File: config.mk
export PLATFORM = sky130hd
export DESIGN_NAME = cbc_xor_stream_cipher_core_flat
export DESIGN_NICKNAME = d
export VERILOG_FILES = /design/src/cxs_pkg.sv /design/src/cxs_stream_if.sv /design/src/cbc_xor_stream_cipher_core.sv /design/src/flat_wrapper.sv
export SDC_FILE = /design/constraint.sdc
export NUM_CORES = 1
export LEC_CHECK = 0
export BUFFER_PORTS_ARGS = -buffer_cell sky130_fd_sc_hd__buf_2
export CORE_MARGIN = 5
export CORE_UTILIZATION = 40
export DETAILED_ROUTE_END_ITERATION = 8
export SLEW_MARGIN = 20
export SYNTH_ARGS = -nofsm -noshare
export SYNTH_HDL_FRONTEND = slang
export SYNTH_SLANG_ARGS = --single-unit
File: constraint.sdc
create_clock -name clk -period 4.22 [get_ports clk]
set_clock_uncertainty 0.1 [all_clocks]
set_input_delay 0.844 -clock clk [delete_from_list [all_inputs] [get_ports clk]]
set_output_delay 0.844 -clock clk [all_outputs]
set_load 0.01 [all_outputs]
File: src/cxs_pkg.sv
// ----------------------------------------------------------------------------
// cxs_pkg
// Shared widths, register indexes and defaults for the chained xor cipher
// ----------------------------------------------------------------------------
package cxs_pkg;

  localparam int BYTE_W                = 8;
  localparam int KEY_WORD_W            = 64;
  localparam int KEY_LEN_W             = 5;
  localparam int CFG_IDX_W             = 2;
  localparam int CFG_DATA_W            = 64;
  localparam int KEY_BYTES_ABS         = 16;
  localparam int MAX_KEY_BYTES_DEFAULT = 16;
  localparam logic [KEY_LEN_W-1:0] KEY_LEN_RESET = 5'd16;

  typedef enum logic [CFG_IDX_W-1:0] {
    REG_KEY_LOW     = 2'd0,
    REG_KEY_HIGH    = 2'd1,
    REG_KEY_LENGTH  = 2'd2,
    REG_DECRYPT     = 2'd3
  } cfg_reg_t;

endpackage

File: src/cxs_stream_if.sv
// ----------------------------------------------------------------------------
// cxs_stream_if
// Valid/ready byte channels for the input and result streams
// ----------------------------------------------------------------------------
interface cxs_in_if
  import cxs_pkg::*;
();
  logic              valid;
  logic              ready;
  logic [BYTE_W-1:0] data_byte;
  logic              message_end;

  modport source (output valid, output data_byte, output message_end, input ready);
  modport sink   (input valid, input data_byte, input message_end, output ready);
endinterface

interface cxs_out_if
  import cxs_pkg::*;
();
  logic              valid;
  logic              ready;
  logic [BYTE_W-1:0] out_byte;
  logic              out_last;

  modport source (output valid, output out_byte, output out_last, input ready);
  modport sink   (input valid, input out_byte, input out_last, output ready);
endinterface

File: src/cbc_xor_stream_cipher_core.sv
// ----------------------------------------------------------------------------
// cbc_xor_stream_cipher_core
// Byte-wide chained xor cipher with the chain held in a small memory
// ----------------------------------------------------------------------------
// One byte is accepted every clock cycle unless the output stalls. Its result
// passes through the xor stage register into the output register. The chain
// bytes live in a MAX_KEY_BYTES deep memory with a registered read: the read
// is issued when a byte is accepted, the xor and the write back happen as the
// byte leaves the xor stage, and a write to the entry being read in that same
// cycle is forwarded (this occurs with a key length of one, or when a message
// ends at position zero and the next one starts). The first block of each
// message passes through unchanged. Configuration registers must be written
// only while no transaction is in flight (the block does not enforce this)
// and apply from the next byte.
module cbc_xor_stream_cipher_core
  import cxs_pkg::*;
#(
  parameter int MAX_KEY_BYTES = MAX_KEY_BYTES_DEFAULT
) (
  input  logic                  clk,
  input  logic                  rst,
  input  logic                  cfg_we,
  input  logic [CFG_IDX_W-1:0]  cfg_index,
  input  logic [CFG_DATA_W-1:0] cfg_data,
  cxs_in_if.sink                in_stream,
  cxs_out_if.source             out_stream
);

  localparam int POS_W = (MAX_KEY_BYTES > 1) ? $clog2(MAX_KEY_BYTES) : 1;
  localparam logic [KEY_LEN_W-1:0] MAX_LEN = KEY_LEN_W'(MAX_KEY_BYTES);

  logic [KEY_WORD_W-1:0] key_low;
  logic [KEY_WORD_W-1:0] key_high;
  logic [KEY_LEN_W-1:0]  key_length;
  logic                  decrypt_mode;

  logic [POS_W-1:0]      pos;
  logic [POS_W-1:0]      pos_next;
  logic                  first_block;
  logic                  first_block_next;
  logic [KEY_LEN_W-1:0]  eff_len;

  logic [BYTE_W-1:0]     chain_mem [MAX_KEY_BYTES];
  logic [BYTE_W-1:0]     rd_data;

  logic                  s1_valid;
  logic [BYTE_W-1:0]     s1_data;
  logic                  s1_last;
  logic [POS_W-1:0]      s1_pos;
  logic                  s1_first;
  logic                  s1_fwd;
  logic [BYTE_W-1:0]     s1_fwd_data;

  logic [BYTE_W-1:0]     key_bytes [KEY_BYTES_ABS];
  logic [BYTE_W-1:0]     chain_byte;
  logic [BYTE_W-1:0]     result;
  logic [BYTE_W-1:0]     wr_data;
  logic                  s1_adv;
  logic                  in_acc;

  logic                  out_valid;
  logic [BYTE_W-1:0]     out_byte;
  logic                  out_last;

  // configuration registers
  always_ff @(posedge clk) begin
    if (rst) begin
      key_low      <= '0;
      key_high     <= '0;
      key_length   <= KEY_LEN_RESET;
      decrypt_mode <= 1'b0;
    end else if (cfg_we) begin
      case (cfg_reg_t'(cfg_index))
        REG_KEY_LOW:    key_low      <= cfg_data;
        REG_KEY_HIGH:   key_high     <= cfg_data;
        REG_KEY_LENGTH: key_length   <= cfg_data[KEY_LEN_W-1:0];
        REG_DECRYPT:    decrypt_mode <= cfg_data[0];
        default: ;
      endcase
    end
  end

  always_comb begin
    for (int i = 0; i < KEY_BYTES_ABS / 2; i++) begin
      key_bytes[i]                   = key_low[i*BYTE_W +: BYTE_W];
      key_bytes[i + KEY_BYTES_ABS/2] = key_high[i*BYTE_W +: BYTE_W];
    end
  end

  // handshake
  assign s1_adv          = s1_valid && (!out_valid || out_stream.ready);
  assign in_stream.ready = !rst && (!s1_valid || s1_adv);
  assign in_acc          = in_stream.valid && in_stream.ready;

  // block position
  always_comb begin
    if (key_length == '0) begin
      eff_len = KEY_LEN_W'(1);
    end else if (key_length > MAX_LEN) begin
      eff_len = MAX_LEN;
    end else begin
      eff_len = key_length;
    end
  end

  always_comb begin
    pos_next         = pos;
    first_block_next = first_block;
    if (in_stream.message_end) begin
      pos_next         = '0;
      first_block_next = 1'b1;
    end else if (KEY_LEN_W'(pos) + KEY_LEN_W'(1) >= eff_len) begin
      pos_next         = '0;
      first_block_next = 1'b0;
    end else begin
      pos_next = POS_W'(KEY_LEN_W'(pos) + KEY_LEN_W'(1));
    end
  end

  always_ff @(posedge clk) begin
    if (rst) begin
      pos         <= '0;
      first_block <= 1'b1;
    end else if (in_acc) begin
      pos         <= pos_next;
      first_block <= first_block_next;
    end
  end

  // chain memory
  always_ff @(posedge clk) begin
    if (in_acc) begin
      rd_data <= chain_mem[pos];
    end
  end

  always_ff @(posedge clk) begin
    if (s1_adv) begin
      chain_mem[s1_pos] <= wr_data;
    end
  end

  // xor stage
  always_ff @(posedge clk) begin
    if (rst) begin
      s1_valid <= 1'b0;
    end else if (in_stream.ready) begin
      s1_valid <= in_stream.valid;
    end
  end

  always_ff @(posedge clk) begin
    if (in_acc) begin
      s1_data     <= in_stream.data_byte;
      s1_last     <= in_stream.message_end;
      s1_pos      <= pos;
      s1_first    <= first_block;
      s1_fwd      <= s1_adv && (s1_pos == pos);
      s1_fwd_data <= wr_data;
    end
  end

  assign chain_byte = s1_fwd ? s1_fwd_data : rd_data;
  assign result     = s1_first ? s1_data
                               : (s1_data ^ key_bytes[4'(s1_pos)] ^ chain_byte);
  assign wr_data    = (s1_first || decrypt_mode) ? s1_data : result;

  // output register
  always_ff @(posedge clk) begin
    if (rst) begin
      out_valid <= 1'b0;
    end else if (s1_adv) begin
      out_valid <= 1'b1;
    end else if (out_stream.ready) begin
      out_valid <= 1'b0;
    end
  end

  always_ff @(posedge clk) begin
    if (s1_adv) begin
      out_byte <= result;
      out_last <= s1_last;
    end
  end

  assign out_stream.valid    = out_valid;
  assign out_stream.out_byte = out_byte;
  assign out_stream.out_last = out_last;

  // checks
  a_stall_holds_stage: assert property (@(posedge clk) disable iff (rst)
    s1_valid && !s1_adv |=> s1_valid)
    else $error("xor stage dropped a stalled transaction");

  a_adv_fills_output: assert property (@(posedge clk) disable iff (rst)
    s1_adv |=> out_valid)
    else $error("output register not loaded after stage advance");

  a_end_restarts_block: assert property (@(posedge clk) disable iff (rst)
    in_acc && in_stream.message_end |=> first_block && (pos == '0))
    else $error("message end did not restart the block");

  a_fwd_needs_stage: assert property (@(posedge clk) disable iff (rst)
    in_acc && s1_adv && (s1_pos == pos) |=> s1_fwd)
    else $error("same entry write not forwarded");

endmodule
File: src/flat_wrapper.sv
// flat-port wrapper written by rule: the top's interface ports become plain ports
module cbc_xor_stream_cipher_core_flat import cxs_pkg::*;
#(
  parameter int MAX_KEY_BYTES = MAX_KEY_BYTES_DEFAULT
)
  (clk, rst, cfg_we, cfg_index, cfg_data, in_stream_valid, in_stream_data_byte, in_stream_message_end, in_stream_ready, out_stream_valid, out_stream_out_byte, out_stream_out_last, out_stream_ready);
  cxs_in_if in_stream_i ();
  cxs_out_if out_stream_i ();
  input  logic clk;
  input  logic rst;
  input  logic cfg_we;
  input  logic [CFG_IDX_W-1:0] cfg_index;
  input  logic [CFG_DATA_W-1:0] cfg_data;
  input wire logic [$bits(in_stream_i.valid)-1:0] in_stream_valid;
  input wire logic [$bits(in_stream_i.data_byte)-1:0] in_stream_data_byte;
  input wire logic [$bits(in_stream_i.message_end)-1:0] in_stream_message_end;
  output wire logic [$bits(in_stream_i.ready)-1:0] in_stream_ready;
  output wire logic [$bits(out_stream_i.valid)-1:0] out_stream_valid;
  output wire logic [$bits(out_stream_i.out_byte)-1:0] out_stream_out_byte;
  output wire logic [$bits(out_stream_i.out_last)-1:0] out_stream_out_last;
  input wire logic [$bits(out_stream_i.ready)-1:0] out_stream_ready;
  assign in_stream_i.valid = in_stream_valid;
  assign in_stream_i.data_byte = in_stream_data_byte;
  assign in_stream_i.message_end = in_stream_message_end;
  assign in_stream_ready = in_stream_i.ready;
  assign out_stream_valid = out_stream_i.valid;
  assign out_stream_out_byte = out_stream_i.out_byte;
  assign out_stream_out_last = out_stream_i.out_last;
  assign out_stream_i.ready = out_stream_ready;
  cbc_xor_stream_cipher_core #(.MAX_KEY_BYTES(MAX_KEY_BYTES)) u_core (.clk(clk), .rst(rst), .cfg_we(cfg_we), .cfg_index(cfg_index), .cfg_data(cfg_data), .in_stream(in_stream_i), .out_stream(out_stream_i));
endmodule
==> impl_metrics.json <==
{
  "initial_core_util_pct": 40.2,
  "synth_edf_count": 168,
  "cp_data_required_time_ps": 4270,
  "crit_arrival_ps": 3560,
  "worstPathMaxFanout": 22,
  "worstPathCellList": "buf_4, mux4_4, mux4_2, xor2_1, nor3_2, xor2_1",
  "ys_top_cells_by_count": "nand2_1, edfxtp_1, dfxtp_1",
  "final-hold-violation-count": 0,
  "routed_wl_um": 32000,
  "rsz0062_at_grt": "false",
  "max_slew.worst_pin.slew_ps": 1050,
  "chipWidth_um": 188,
  "viasPerCell": 5.35,
  "core_region_mm2": 0.0314,
  "critPathMostFrequentCell": "xor2_1",
  "drtPass1Iterations": 5,
  "power_frac_comb_pct": 5.6,
  "post_drt_wl_per_cell_um": 21.3,
  "antenna_violating_nets_post_route": 0,
  "cts_post_setup_buffers_inserted": 0,
  "timing.hold.ws_ps": 320,
  "min_period_ps": 3510,
  "drv.max_cap_violation_count": 0,
  "fin_setup_tns_ps": 0,
  "internal-power_mw": 5.04,
  "die_area_mm2": 0.0352,
  "number_of_buffer_and_inverter_stages_on_the_critical_path": 1,
  "pre_cts_slack_ps": 698,
  "relSlewSlack_pct": 30.0,
  "cts_tree": "yes",
  "clock_tree_root": "clkbuf_16",
  "clock_power_share_pct": 43.4,
  "route.vias.total": 8036,
  "power_leakage_nw": 5.11,
  "dr.first_iter.drc_count": 747,
  "via_count_of_the_first_global_routing_pass": 7757,
  "yosysWarnings": 0,
  "grt_pass1_wl_um": 48300,
  "ys_top_cells_by_area": "edfxtp_1, dfxtp_1, mux4_2",
  "power_switching_mw": 1.44,
  "avgSynthCellArea_um2": 12.7,
  "synth_area_mm2": 0.0126,
  "critPathLaunchType": "flop",
  "synth-seq-cells": 309,
  "seq_area_frac_synth_pct": 62.3,
  "post_cts_hold_buffer_count": 0,
  "async_reset_ff_share_pct": 0,
  "clock_buffer_count_from_cts": 34,
  "synth_top_area_cell": "edfxtp_1",
  "final-max-slew-violation-count": 0,
  "cts.reportedPaths.clkPinSlew_ps": 60,
  "share_seq_of_total_power_pct": 50.9,
  "placement.io_buffers": 90,
  "timing.critical_path.slowest_cell_delay_ps": 810,
  "gpl.final_weighted_congestion": 0.792,
  "detailed_place_hpwl_um": 20300,
  "finalSetupViolations": 0,
  "die_height_um": 188,
  "final_min_period_over_clock_period_pct": 83.1,
  "cts.sinks": 309,
  "critical_path.slowest_cell": "xor2_1",
  "finish.utilization_pct": 46.5,
  "io_pins": 91,
  "crit_path_end_kind": "flop",
  "postSynthCellCount": 992,
  "fmaxAchievable_mhz": 285,
  "remaining_drc_errors": 0,
  "ctsHtreeMaxLevel": 2,
  "areaGrowthSynthToFinish_pct": 15.7,
  "post-synth-top-count-cell": "nand2_1",
  "grt_start_max_net_pins": 94,
  "cts_repair_resize_count": 0,
  "antenna_found_initial": 0,
  "synthesis.nets": 1078,
  "grt_util_all_layers_pct": 17.7,
  "share_of_the_synthesized_area_in_the_top_cell_type_pct": 39.9,
  "fraction_of_met1_tracks_used_by_global_routing_pct": 26.7,
  "critical-path-top-delay-family": "multiplexers",
  "ctsLongestPathBuffers": 3,
  "layout-drive-gt1-share_pct": 22.7,
  "core.rowCount": 65,
  "final_critical_path_setup_slack_ps": 713,
  "synthDistinctLibCells": 33,
  "p_per_area_mw_per_mm2": 443,
  "outcome": "finished, final reports clean",
  "min-delay-path-class": "flop to flop",
  "insertedDiodeCount": 0,
  "worstSetupPathType": "flop to flop",
  "final_nets": 1164,
  "global_route.peak_usage_layer": "met1",
  "insertion_delay_ps": 520,
  "grtUsageMet2_pct": 26.1,
  "worst_ir_drop_vdd_v": 0.000253,
  "swShare_pct": 22.2,
  "leading_register_cell_type_out_of_synthesis": "edfxtp_1",
  "grt_overflow": 0,
  "grtUsageMet3_pct": 3.93
}
-- per-stage QoR --
step                cells  power [mW]  cell area [um2]
finish               1501        6.48            14600
global placement     1444        3.73            13500
floorplan             992        3.58            12600
detailed placement   1444        3.73            13500
CTS                  1501        6.53            14600
global route         1501        6.70            14600
-- worst paths after layout --
kind	start	end	slack (ps)	cells after the start
setup / recovery	u_core.s1_pos[2]$_DFFE_PP_	u_core.chain_mem[5][2]$_DFFE_PP_	710	6
hold / removal	u_core.s1_last$_DFFE_PP_	u_core.out_stream.out_last$_DFFE_PP_	320	0
setup reg to reg	u_core.s1_pos[2]$_DFFE_PP_	u_core.chain_mem[5][2]$_DFFE_PP_	710	6
hold reg to reg	u_core.s1_last$_DFFE_PP_	u_core.out_stream.out_last$_DFFE_PP_	320	0
-- worst reg2reg max path: cells and delay by family, from the launching register on --
family | cells | cell delay (ps)
XOR/XNOR | 2 | 990
buffers and inverters | 1 | 350
flip-flops | 1 | 340
multiplexers | 2 | 1230
AND/OR/NAND/NOR | 1 | 130
-- kinds of logic after synthesis --
| logic type | Yosys count | share of synthesized area [%] |
|---|---|---|
| adder cells (fa/ha/maj) | 6 | 0.594 |
| multiplexers | 93 | 15.8 |
| AO/OA/AOI/OAI | 140 | 5.64 |
| flip-flops | 309 | 62.3 |
| XOR/XNOR | 29 | 2.01 |
| AND/OR/NAND/NOR | 341 | 11.1 |
| buffers and inverters | 74 | 2.54 |
-- sequential cells by signal (all words and copies together), names as in the netlist --
name and flops:
u_core.out_stream.out_last 1, u_core.key_length 5, u_core.decrypt_mode 1, u_core.s1_pos 4, u_core.key_high 64, u_core.out_stream.valid 1, u_core.pos 4, u_core.out_stream.out_byte 8
u_core.s1_valid 1, u_core.key_low 64, u_core.s1_fwd_data 8, u_core.s1_fwd 1, u_core.chain_mem 128, u_core.s1_last 1, u_core.rd_data 8, u_core.s1_data 8
u_core.first_block 1, u_core.s1_first 1
-- final cells by class --
type | instances | area, um2
clock inverter | 11 | 100
multi-input combinational | 609 | 4480
fill | 2818 | 16800
sequential | 309 | 7870
inverter | 4 | 15.0
tap | 402 | 503
clock buffer | 46 | 947
timing repair buffer | 120 | 691
-- placed cells by master (no fill, tap or decap), types with 13 or more instances in the layout --
master,synthesis,routed
a21oi_1,132,132
buf_2,3,89
buf_4,4,30
clkbuf_16,0,35
dfxtp_1,141,140
edfxtp_1,168,168
mux2i_1,13,13
mux4_1,16,16
mux4_2,63,63
nand2_1,270,270
nor2_1,33,33
xor2_1,26,24
-- power groups by stage --
stage                     sequential, mW  combinational (mW)  clock [mW]
final                               3.30               0.366        2.81
after global routing                3.31               0.401        2.99
after global placement              3.36               0.364           0
after CTS                           3.30               0.369        2.86
after detailed placement            3.36               0.368           0
after floorplan                     3.33               0.250           0
-- routing by layer --
metal  vias up  wire length (um)
met4         0               678
met1      3967             14700
li1       3740                 -
met3        47              2380
met5         -                 0
met2       282             14200
No activity file was read; power rests on OpenSTA's default activity.
